--- src/sv/dbfs_pkg.sv ---
// dbfs_pkg: shared constants, command codes and controller/datapath structs
// for the double-buffered LED frame store; depends on nothing
`default_nettype none

package dbfs_pkg;

    localparam int STRING_COUNT_DEF    = 4;
    localparam int LEDS_PER_STRING_DEF = 10;
    localparam int BANK_SIZE_DEF       = 5;

    localparam int COLOR_W     = 24;
    localparam int INDEX_W     = 6;
    localparam int BANK_W      = 3;
    localparam int BANK_COLORS = 5;

    localparam logic [INDEX_W-1:0] MAX_BANK = 6'd7;

    typedef enum logic [2:0] {
        CMD_BANK_SELECT = 3'd0,
        CMD_BANK_WRITE  = 3'd1,
        CMD_LED_SELECT  = 3'd2,
        CMD_LED_WRITE   = 3'd3,
        CMD_FILL        = 3'd4,
        CMD_CLEAR       = 3'd5,
        CMD_REFRESH     = 3'd6,
        CMD_TICK        = 3'd7
    } t_cmd;

    typedef struct packed {
        logic init;
        logic accept;
        logic bank;
        logic fill;
        logic copy;
        logic emit;
    } t_ctl;

    typedef struct packed {
        logic init_last;
        logic bank_last;
        logic fill_last;
        logic copy_done;
        logic emit_done;
        logic bank_armed;
        logic copy_pending;
    } t_status;

endpackage

`default_nettype wire

--- src/sv/dbfs_ram.sv ---
// dbfs_ram: generic single-write, single-read RAM with registered read data
// standalone, no package dependency
`default_nettype none

module dbfs_ram #(
    parameter int WIDTH = 24,
    parameter int DEPTH = 40,
    localparam int AW = (DEPTH > 1) ? $clog2(DEPTH) : 1
) (
    input  wire logic             i_clk,
    input  wire logic             i_we,
    input  wire logic [AW-1:0]    i_waddr,
    input  wire logic [WIDTH-1:0] i_wdata,
    input  wire logic             i_re,
    input  wire logic [AW-1:0]    i_raddr,
    output logic      [WIDTH-1:0] o_rdata
);

    logic [WIDTH-1:0] r_mem [DEPTH];
    logic [WIDTH-1:0] r_rdata;

    always_ff @(posedge i_clk) begin
        if (i_we) begin
            r_mem[i_waddr] <= i_wdata;
        end
        if (i_re) begin
            r_rdata <= r_mem[i_raddr];
        end
    end

    assign o_rdata = r_rdata;

endmodule

`default_nettype wire

--- src/sv/dbfs_ctrl.sv ---
// dbfs_ctrl: command sequencer for the frame store (clear pass, sweeps, emission)
// depends on dbfs_pkg
`default_nettype none

module dbfs_ctrl
    import dbfs_pkg::*;
(
    input  wire logic          i_clk,
    input  wire logic          i_rst_n,
    input  wire logic          i_valid,
    input  wire logic [2:0]    i_command,
    input  wire t_status       i_status,
    output logic               o_ready,
    output t_ctl               o_ctl
);

    typedef enum logic [5:0] {
        S_INIT = 6'b000001,
        S_IDLE = 6'b000010,
        S_BANK = 6'b000100,
        S_FILL = 6'b001000,
        S_COPY = 6'b010000,
        S_EMIT = 6'b100000
    } t_state;

    t_state r_state;
    t_state n_state;
    logic   accept;

    assign accept = i_valid && (r_state == S_IDLE);

    always_comb begin
        n_state = r_state;
        unique case (r_state)
            S_INIT: begin
                if (i_status.init_last) n_state = S_IDLE;
            end
            S_IDLE: begin
                if (accept) begin
                    unique case (t_cmd'(i_command)) inside
                        CMD_BANK_WRITE: begin
                            if (i_status.bank_armed) n_state = S_BANK;
                        end
                        CMD_FILL, CMD_CLEAR: begin
                            n_state = S_FILL;
                        end
                        CMD_TICK: begin
                            n_state = i_status.copy_pending ? S_COPY : S_EMIT;
                        end
                        default: begin
                            n_state = S_IDLE;
                        end
                    endcase
                end
            end
            S_BANK: begin
                if (i_status.bank_last) n_state = S_IDLE;
            end
            S_FILL: begin
                if (i_status.fill_last) n_state = S_IDLE;
            end
            S_COPY: begin
                if (i_status.copy_done) n_state = S_EMIT;
            end
            S_EMIT: begin
                if (i_status.emit_done) n_state = S_IDLE;
            end
            default: begin
                n_state = S_INIT;
            end
        endcase
    end

    always_ff @(posedge i_clk) begin
        if (!i_rst_n) begin
            r_state <= S_INIT;
        end else begin
            r_state <= n_state;
        end
    end

    assign o_ready       = (r_state == S_IDLE);
    assign o_ctl.init    = (r_state == S_INIT);
    assign o_ctl.accept  = accept;
    assign o_ctl.bank    = (r_state == S_BANK);
    assign o_ctl.fill    = (r_state == S_FILL);
    assign o_ctl.copy    = (r_state == S_COPY);
    assign o_ctl.emit    = (r_state == S_EMIT);

endmodule

`default_nettype wire

--- src/sv/dbfs_datapath.sv ---
// dbfs_datapath: shadow and active pixel RAMs, host registers, sweep counter
// and the two-stage pixel output pipe; depends on dbfs_pkg and dbfs_ram
`default_nettype none

module dbfs_datapath
    import dbfs_pkg::*;
#(
    parameter int STRING_COUNT    = STRING_COUNT_DEF,
    parameter int LEDS_PER_STRING = LEDS_PER_STRING_DEF,
    parameter int BANK_SIZE       = BANK_SIZE_DEF
) (
    input  wire logic               i_clk,
    input  wire logic               i_rst_n,
    input  wire t_ctl               i_ctl,
    input  wire logic [2:0]         i_command,
    input  wire logic [INDEX_W-1:0] i_index,
    input  wire logic [COLOR_W-1:0] i_color0,
    input  wire logic [COLOR_W-1:0] i_color1,
    input  wire logic [COLOR_W-1:0] i_color2,
    input  wire logic [COLOR_W-1:0] i_color3,
    input  wire logic [COLOR_W-1:0] i_color4,
    input  wire logic               i_ready,
    output t_status                 o_status,
    output logic                    o_valid,
    output logic [1:0]              o_string_number,
    output logic [3:0]              o_position,
    output logic [7:0]              o_hue,
    output logic [7:0]              o_saturation,
    output logic [7:0]              o_brightness,
    output logic                    o_last
);

    localparam int PIXEL_COUNT = STRING_COUNT * LEDS_PER_STRING;
    localparam int BANK_WRITES = (BANK_SIZE < BANK_COLORS) ? BANK_SIZE : BANK_COLORS;
    localparam int AW = (PIXEL_COUNT > 1) ? $clog2(PIXEL_COUNT) : 1;
    localparam int CNT_MAX = (PIXEL_COUNT > BANK_WRITES) ? PIXEL_COUNT : BANK_WRITES;
    localparam int CW = $clog2(CNT_MAX + 1);
    localparam int SW = (STRING_COUNT > 1) ? $clog2(STRING_COUNT) : 1;
    localparam int PW = (LEDS_PER_STRING > 1) ? $clog2(LEDS_PER_STRING) : 1;

    // host registers
    logic [INDEX_W-1:0] r_pixel_index;
    logic [BANK_W-1:0]  r_bank_number;
    logic               r_bank_armed;
    logic               r_led_armed;
    logic               r_copy_pending;
    logic [COLOR_W-1:0] r_fill;
    logic [COLOR_W-1:0] r_bank_col [BANK_COLORS];

    logic [CW-1:0]      r_cnt;
    logic               r_copy_vld;
    logic [AW-1:0]      r_copy_addr;

    // emission
    logic [SW-1:0]      r_estr;
    logic [PW-1:0]      r_epos;
    logic [AW-1:0]      r_eaddr;
    logic               r_all_issued;
    logic               r_s1_vld;
    logic [SW-1:0]      r_s1_str;
    logic [PW-1:0]      r_s1_pos;
    logic               r_s1_last;
    logic               r_o_vld;
    logic [1:0]         r_o_str;
    logic [3:0]         r_o_pos;
    logic [COLOR_W-1:0] r_o_color;
    logic               r_o_last;

    logic               sh_we;
    logic [AW-1:0]      sh_waddr;
    logic [COLOR_W-1:0] sh_wdata;
    logic               sh_re;
    logic [COLOR_W-1:0] sh_rdata;
    logic               ac_we;
    logic [AW-1:0]      ac_waddr;
    logic [COLOR_W-1:0] ac_wdata;
    logic [COLOR_W-1:0] ac_rdata;

    logic               sweep;
    logic [6:0]         bank_addr;
    logic               bank_in_range;
    logic               led_in_range;
    logic               cnt_in_range;
    logic               s1_move;
    logic               issue;
    logic               issue_last;
    logic               estr_end;
    t_cmd               cmd;

    assign cmd           = t_cmd'(i_command);
    assign sweep         = i_ctl.init || i_ctl.bank || i_ctl.fill || i_ctl.copy;
    assign bank_addr     = 7'(r_pixel_index) + 7'(r_cnt);
    assign bank_in_range = 32'(bank_addr) < PIXEL_COUNT;
    assign led_in_range  = 32'(r_pixel_index) < PIXEL_COUNT;
    assign cnt_in_range  = 32'(r_cnt) < PIXEL_COUNT;

    always_ff @(posedge i_clk) begin
        if (!i_rst_n) begin
            r_pixel_index  <= '0;
            r_bank_number  <= '0;
            r_bank_armed   <= 1'b0;
            r_led_armed    <= 1'b0;
            r_copy_pending <= 1'b0;
        end else if (i_ctl.accept) begin
            unique case (cmd)
                CMD_BANK_SELECT: begin
                    if (i_index <= MAX_BANK) begin
                        r_bank_number <= i_index[BANK_W-1:0];
                        r_bank_armed  <= 1'b1;
                    end
                end
                CMD_BANK_WRITE: begin
                    if (r_bank_armed) begin
                        r_bank_armed  <= 1'b0;
                        r_pixel_index <= INDEX_W'(32'(r_bank_number) * BANK_SIZE);
                    end
                end
                CMD_LED_SELECT: begin
                    if (32'(i_index) < PIXEL_COUNT) begin
                        r_pixel_index <= i_index;
                        r_led_armed   <= 1'b1;
                    end
                end
                CMD_LED_WRITE: begin
                    r_led_armed <= 1'b0;
                end
                CMD_REFRESH: begin
                    r_copy_pending <= 1'b1;
                end
                CMD_TICK: begin
                    r_copy_pending <= 1'b0;
                end
                default: begin
                end
            endcase
        end
    end

    // colour latches for fill/clear and the bank write shift line
    always_ff @(posedge i_clk) begin
        if (i_ctl.accept) begin
            r_fill        <= (cmd == CMD_FILL) ? i_color0 : '0;
            r_bank_col[0] <= i_color0;
            r_bank_col[1] <= i_color1;
            r_bank_col[2] <= i_color2;
            r_bank_col[3] <= i_color3;
            r_bank_col[4] <= i_color4;
        end else if (i_ctl.bank) begin
            for (int i = 0; i < BANK_COLORS - 1; i++) begin
                r_bank_col[i] <= r_bank_col[i+1];
            end
        end
    end

    always_ff @(posedge i_clk) begin
        if (!i_rst_n) begin
            r_cnt      <= '0;
            r_copy_vld <= 1'b0;
        end else begin
            r_cnt      <= sweep ? r_cnt + CW'(1) : '0;
            r_copy_vld <= i_ctl.copy && cnt_in_range;
        end
    end

    always_ff @(posedge i_clk) begin
        r_copy_addr <= r_cnt[AW-1:0];
    end

    // shadow write port: clear pass, led write, bank write
    always_comb begin
        sh_we    = 1'b0;
        sh_waddr = r_cnt[AW-1:0];
        sh_wdata = '0;
        if (i_ctl.init) begin
            sh_we = 1'b1;
        end else if (i_ctl.bank) begin
            sh_we    = bank_in_range;
            sh_waddr = AW'(bank_addr);
            sh_wdata = r_bank_col[0];
        end else if (i_ctl.accept && cmd == CMD_LED_WRITE) begin
            sh_we    = r_led_armed && led_in_range;
            sh_waddr = AW'(r_pixel_index);
            sh_wdata = i_color0;
        end
    end

    assign sh_re = i_ctl.copy && cnt_in_range;

    // active write port: clear pass, fill/clear sweep, copy
    always_comb begin
        ac_we    = 1'b0;
        ac_waddr = r_cnt[AW-1:0];
        ac_wdata = '0;
        if (i_ctl.init) begin
            ac_we = 1'b1;
        end else if (i_ctl.fill) begin
            ac_we    = 1'b1;
            ac_wdata = r_fill;
        end else if (r_copy_vld) begin
            ac_we    = 1'b1;
            ac_waddr = r_copy_addr;
            ac_wdata = sh_rdata;
        end
    end

    dbfs_ram #(
        .WIDTH (COLOR_W),
        .DEPTH (PIXEL_COUNT)
    ) u_shadow (
        .i_clk   (i_clk),
        .i_we    (sh_we),
        .i_waddr (sh_waddr),
        .i_wdata (sh_wdata),
        .i_re    (sh_re),
        .i_raddr (r_cnt[AW-1:0]),
        .o_rdata (sh_rdata)
    );

    dbfs_ram #(
        .WIDTH (COLOR_W),
        .DEPTH (PIXEL_COUNT)
    ) u_active (
        .i_clk   (i_clk),
        .i_we    (ac_we),
        .i_waddr (ac_waddr),
        .i_wdata (ac_wdata),
        .i_re    (issue),
        .i_raddr (r_eaddr),
        .o_rdata (ac_rdata)
    );

    // emission: read stage (ram output) then output register
    assign s1_move    = r_s1_vld && (!r_o_vld || i_ready);
    assign issue      = i_ctl.emit && !r_all_issued && (!r_s1_vld || s1_move);
    assign estr_end   = (r_estr == SW'(STRING_COUNT - 1));
    assign issue_last = estr_end && (r_epos == PW'(LEDS_PER_STRING - 1));

    always_ff @(posedge i_clk) begin
        if (!i_rst_n) begin
            r_estr       <= '0;
            r_epos       <= '0;
            r_eaddr      <= '0;
            r_all_issued <= 1'b0;
        end else if (!i_ctl.emit) begin
            r_estr       <= '0;
            r_epos       <= '0;
            r_eaddr      <= '0;
            r_all_issued <= 1'b0;
        end else if (issue) begin
            if (issue_last) begin
                r_all_issued <= 1'b1;
            end
            if (estr_end) begin
                r_estr  <= '0;
                r_epos  <= r_epos + PW'(1);
                r_eaddr <= AW'(r_epos) + AW'(1);
            end else begin
                r_estr  <= r_estr + SW'(1);
                r_eaddr <= r_eaddr + AW'(LEDS_PER_STRING);
            end
        end
    end

    always_ff @(posedge i_clk) begin
        if (!i_rst_n) begin
            r_s1_vld <= 1'b0;
            r_o_vld  <= 1'b0;
        end else begin
            if (issue) begin
                r_s1_vld <= 1'b1;
            end else if (s1_move) begin
                r_s1_vld <= 1'b0;
            end
            if (!r_o_vld || i_ready) begin
                r_o_vld <= r_s1_vld;
            end
        end
    end

    always_ff @(posedge i_clk) begin
        if (issue) begin
            r_s1_str  <= r_estr;
            r_s1_pos  <= r_epos;
            r_s1_last <= issue_last;
        end
        if (s1_move) begin
            r_o_str   <= 2'(r_s1_str);
            r_o_pos   <= 4'(r_s1_pos);
            r_o_color <= ac_rdata;
            r_o_last  <= r_s1_last;
        end
    end

    assign o_valid         = r_o_vld;
    assign o_string_number = r_o_str;
    assign o_position      = r_o_pos;
    assign o_hue           = r_o_color[23:16];
    assign o_saturation    = r_o_color[15:8];
    assign o_brightness    = r_o_color[7:0];
    assign o_last          = r_o_last;

    assign o_status.init_last    = i_ctl.init && (r_cnt == CW'(PIXEL_COUNT - 1));
    assign o_status.bank_last    = i_ctl.bank && (r_cnt == CW'(BANK_WRITES - 1));
    assign o_status.fill_last    = i_ctl.fill && (r_cnt == CW'(PIXEL_COUNT - 1));
    assign o_status.copy_done    = i_ctl.copy && (r_cnt == CW'(PIXEL_COUNT));
    assign o_status.emit_done    = r_o_vld && i_ready && r_o_last;
    assign o_status.bank_armed   = r_bank_armed;
    assign o_status.copy_pending = r_copy_pending;

endmodule

`default_nettype wire

--- src/sv/double_buffered_led_frame_store_core.sv ---
// double_buffered_led_frame_store_core: top level of the LED frame store
// depends on dbfs_pkg, dbfs_ctrl, dbfs_datapath (and dbfs_ram below it)
//
//  channel   | handshake          | payload
//  ----------+--------------------+---------------------------------------------
//  command   | i_valid / o_ready  | i_command, i_index, i_color0 .. i_color4
//  pixel     | o_valid / i_ready  | o_string_number, o_position, o_hue,
//            |                    | o_saturation, o_brightness, o_last
//
// select, led write and refresh items complete when accepted; an armed bank write
// writes min(BANK_SIZE,5) pixels and fill/clear sweep PIXEL_COUNT pixels (one ram write port)
// a tick first copies the shadow ram into the active ram when a copy is
// pending, then emits one pixel per cycle from the active ram read port while i_ready is high
// after reset a clearing pass of PIXEL_COUNT pixels (40 by default) runs before o_ready rises
// a stalled i_ready holds the pixel pipe; o_ready stays low until the last pixel is taken
`default_nettype none

module double_buffered_led_frame_store_core
    import dbfs_pkg::*;
#(
    parameter int STRING_COUNT    = STRING_COUNT_DEF,
    parameter int LEDS_PER_STRING = LEDS_PER_STRING_DEF,
    parameter int BANK_SIZE       = BANK_SIZE_DEF
) (
    input  wire logic               i_clk,
    input  wire logic               i_rst_n,
    input  wire logic               i_valid,
    output logic                    o_ready,
    input  wire logic [2:0]         i_command,
    input  wire logic [INDEX_W-1:0] i_index,
    input  wire logic [COLOR_W-1:0] i_color0,
    input  wire logic [COLOR_W-1:0] i_color1,
    input  wire logic [COLOR_W-1:0] i_color2,
    input  wire logic [COLOR_W-1:0] i_color3,
    input  wire logic [COLOR_W-1:0] i_color4,
    output logic                    o_valid,
    input  wire logic               i_ready,
    output logic [1:0]              o_string_number,
    output logic [3:0]              o_position,
    output logic [7:0]              o_hue,
    output logic [7:0]              o_saturation,
    output logic [7:0]              o_brightness,
    output logic                    o_last
);

    t_ctl    ctl;
    t_status status;

    dbfs_ctrl u_ctrl (
        .i_clk     (i_clk),
        .i_rst_n   (i_rst_n),
        .i_valid   (i_valid),
        .i_command (i_command),
        .i_status  (status),
        .o_ready   (o_ready),
        .o_ctl     (ctl)
    );

    dbfs_datapath #(
        .STRING_COUNT    (STRING_COUNT),
        .LEDS_PER_STRING (LEDS_PER_STRING),
        .BANK_SIZE       (BANK_SIZE)
    ) u_datapath (
        .i_clk           (i_clk),
        .i_rst_n         (i_rst_n),
        .i_ctl           (ctl),
        .i_command       (i_command),
        .i_index         (i_index),
        .i_color0        (i_color0),
        .i_color1        (i_color1),
        .i_color2        (i_color2),
        .i_color3        (i_color3),
        .i_color4        (i_color4),
        .i_ready         (i_ready),
        .o_status        (status),
        .o_valid         (o_valid),
        .o_string_number (o_string_number),
        .o_position      (o_position),
        .o_hue           (o_hue),
        .o_saturation    (o_saturation),
        .o_brightness    (o_brightness),
        .o_last          (o_last)
    );

endmodule

`default_nettype wire

--- config.mk ---
export PLATFORM = sky130hd
export DESIGN_NAME = double_buffered_led_frame_store_core
export DESIGN_NICKNAME = d
export VERILOG_FILES = /design/src/sv/dbfs_pkg.sv /design/src/sv/dbfs_ram.sv /design/src/sv/dbfs_ctrl.sv /design/src/sv/dbfs_datapath.sv /design/src/sv/double_buffered_led_frame_store_core.sv
export SDC_FILE = /design/constraint.sdc
export NUM_CORES = 2
export LEC_CHECK = 0
export BUFFER_PORTS_ARGS = -buffer_cell sky130_fd_sc_hd__buf_2
export CAP_MARGIN = 20
export CORE_ASPECT_RATIO = 1.4
export CORE_MARGIN = 1.5
export CORE_UTILIZATION = 62
export CTS_CLUSTER_DIAMETER = 60
export DETAILED_ROUTE_END_ITERATION = 10
export PLACE_DENSITY = 0.79
export SKIP_LAST_GASP = 1
export SLEW_MARGIN = 10
export SYNTH_ARGS = -nofsm -noshare
export SYNTH_HDL_FRONTEND = slang
export SYNTH_SLANG_ARGS = --single-unit
--- constraint.sdc ---
create_clock -name i_clk -period 7.55 [get_ports i_clk]
set_input_delay 1.51 -clock i_clk [delete_from_list [all_inputs] [get_ports i_clk]]
set_output_delay 1.51 -clock i_clk [all_outputs]
set_load 0.05 [all_outputs]
==> summary.txt <==
CTS
  – Clk sinks: 2,196
  – TritonCTS buffer count: 190
  – CTS tree: built
  – Clk Latency, worst-skew pair: 0.83 ns
  – CTS clk-pin slew, worst paths: 0.07 ns
  – Hold_buf cts: 0
  – CTS H-Tree Depth: 4
  – Post-CTS sizing: 0
  – Clock Tree Root: clkbuf_16
  – # Post-CTS Setup Buffers: 0
  – Max clock buf depth: 3

Floorplanning
  – Die ar.: 0.139 mm²
  – Die H: 440 µm
  – Row count: between 150 and 200
  – CORE AREA: around 0.14 mm²
  – Top Ports: 166
  – Die W: 315 µm
  – Initial Utilization: 0.624

Route
  – DR iter-0 viols: just over 6k
  – Drt wl/cell: 35.4 µm
  – Via Count: about 43k
  – Final wirelength: ~220 mm
  – Via/cell ratio: about 7.0
  – Residual DRC: 0
  – Drt pass-1 iters: 6
  – Antenna Nets Post-Route: 0

GRT
  – First-pass GRT wire length: 311 mm
  – Total GRT Usage: 0.321
  – Total grt overflow: 0
  – Met1 Use GR: 0.383
  – Largest net degree at the start of global routing: 117
  – Met3 usage: 0.0562
  – Grt met2 use: 0.556
  – Initial antenna violation count: 11
  – Gr busiest metal: met2
  – Vias in the first global route: 43.5k

Yosys
  – Synth Flop Type: edfxtp_1
  – Mapped Cells: around 4k
  – Cell taking the most area after synthesis: edfxtp_1
  – Top-area cell type share of the netlist area: 0.762
  – Post-synth EDFFs: about 2.2k
  – Syn avg cell area: between 20 and 25 µm²
  – Cell area after synthesis: 0.0847 mm²
  – Post-synthesis register bit count: 2,196
  – Seq/Total Area, Yosys: 0.773
  – Main area contributors after synthesis: edfxtp_1 76%, mux4_2 15%, nand2_1 1.7%
  – Yosys cell types: between 60 and 70
  – Most instantiated cells after synthesis: 2,150 x edfxtp_1, 576 x mux4_2, 379 x nand2_1
  – Count leader, synth: edfxtp_1
  – Syn Nets: 4,111
  – Asr flop ratio synth: 0
  – YS warnings: 0

Finish
  – Post-Route Utilization: 0.695
  – P&R area growth vs syn: 11.4%
  – NumNets Final: 4,397
  – Non-filler cells, final: 6,183
  – Post-route cell area: 0.0944 mm²
  – Layout cells sized above 1: 0.295

Placed design
  – Pre-CTS setup slack: 2.89 ns
  – Placed cells: 5,835
  – I/O Buffers: 165
  – DP Wirelength: 122 mm
  – Placed Area: about 0.09 mm²
  – Final GP Congestion: 0.924

Worst setup path
  – CP required: between 8 and 9 ns
  – Startpoint types: register
  – Reg2reg setup slack: ~3 ns
  – CP max FO: 50
  – Critical path arrival: 5.07 ns
  – CP endpoint kind: register
  – Critical path class: reg -> reg

STA
  – Period minus WS final: approximately 4.6 ns
  – WHS: 0.409 ns
  – Part of the cycle the worst path needs: 0.611
  – Rel. slew slack: 0.223
  – Maximum clock frequency: 217 MHz
  – Worst slew pin tran: 1.17 ns
  – Fin. max-slew vios: 0
  – Setup TNS: 0 ns
  – Final worst setup slack: 2.94 ns
  – Final Skew: 0.0293 ns
  – Final setup viols: 0
  – RSZ-0062 raised after global routing: false
  – Final hold vios: 0

Power and ir drop
  – Pwr/cell area: roughly 290 mW/mm²
  – Total power: between 20 and 30 mW
  – P_leak: 27.8 nW
  – Peak VDD IR: 319 µV

Run
  – MaxCap Viol Count: 0

Hold path
  – Hold crit path type: reg -> reg

Run status
  – Status: complete, no violations
==> routing by layer <==
layer,part of all wire,vias up
met3,0.086,642
met4,0.065,6
met5,0.00016,-
li1,-,17011
met1,0.32,22317
met2,0.53,3088
==> cell usage in the layout (no fill, tap or decap), drive strengths merged, types with 4 or more instances in the layout <==
cell type / netlist / layout
or2: 28 / 28
nand2b: 35 / 35
diode: 0 / 7
a21oi: 24 / 24
inv: 15 / 20
and2: 26 / 26
a211oi: 17 / 17
ha: 15 / 15
dfxtp: 46 / 46
a22o: 49 / 49
nand2: 380 / 380
clkbuf: 142 / 249
o211ai: 55 / 55
xnor2: 8 / 8
a31oi: 4 / 4
clkinvlp: 0 / 5
a22oi: 50 / 50
buf: 71 / 307
mux4: 576 / 576
or3: 5 / 5
bufinv: 0 / 9
nor4: 18 / 18
nor3b: 4 / 4
mux2i: 10 / 10
nor2: 92 / 92
o21a: 6 / 6
nand4: 5 / 5
clkinv: 1 / 71
nor3: 36 / 36
nand3: 14 / 14
nor2b: 4 / 4
nand3b: 4 / 4
or4: 4 / 4
o21ai: 18 / 18
o31ai: 4 / 4
edfxtp: 2150 / 2150
xor2: 4 / 4
==> path summary, 6_finish.rpt <==
| path | startpoint | endpoint | depth (start not counted) |
|---|---|---|---|
| setup / recovery | u_datapath.r_cnt[1] | u_datapath.u_shadow.r_mem[21][18] | 10 |
| hold / removal | u_datapath.r_s1_last | u_datapath.o_last | 0 |
| setup reg to reg | u_datapath.r_cnt[1] | u_datapath.u_shadow.r_mem[21][18] | 10 |
| hold reg to reg | u_datapath.r_s1_last | u_datapath.o_last | 0 |
==> flip-flops by register name, indices dropped and copies added (netlist names), 3 cells and up <==
signal / cells
u_ctrl.r_state: 6
u_datapath.o_position: 4
u_datapath.r_bank_col: 120
u_datapath.r_bank_number: 3
u_datapath.r_cnt: 6
u_datapath.r_copy_addr: 6
u_datapath.r_eaddr: 6
u_datapath.r_epos: 4
u_datapath.r_fill: 24
u_datapath.r_o_color: 24
u_datapath.r_pixel_index: 6
u_datapath.r_s1_pos: 4
u_datapath.u_active.o_rdata: 24
u_datapath.u_active.r_mem: 960
u_datapath.u_shadow.o_rdata: 24
u_datapath.u_shadow.r_mem: 960
==> power by group <==
part / leakage (nW) / switching, mW / internal (mW)
Clock: 2.84 / 4.29 / 5.08
Sequential: 18.4 / 0.206 / 13.7
Combinational: 6.59 / 2.05 / 1.55
==> cell type report <==
cell class / instances / area, µm²
fill: 7733 / 41400
clock inverter: 89 / 682
timing repair buffer: 307 / 2010
clock buffer: 249 / 5130
antenna: 7 / 17.5
multi-input combinational: 1537 / 18700
tap: 1782 / 2230
inverter: 16 / 62.6
sequential: 2196 / 65500
==> kinds of logic (layout without fill, tap and decap cells) <==
kind of cell / after synthesis / in the layout / share of synthesized area
buffers and inverters: 229 / 661 / 0.0106
other: 0 / 7 / 0
DFF: 2196 / 2196 / 0.773
adders and majority gates: 16 / 16 / 0.00245
muxes: 587 / 587 / 0.155
AOI/OAI and AO/OA: 257 / 257 / 0.0228
xor gates and xnor gates: 12 / 12 / 0.00124
and+or+nand+nor: 665 / 665 / 0.0351
==> critical path: stages, from the launching register on <==
cell	delay [ns]
dfxtp_4	0.91
buf_4	0.66
ha_1	0.36
nand3_1	0.20
a21oi_1	0.10
a211oi_1	0.24
a2111oi_0	0.11
o41a_2	0.58
buf_12	0.25
nor4_2	0.33
buf_4	0.46
Power figures use the tool's default switching activity.
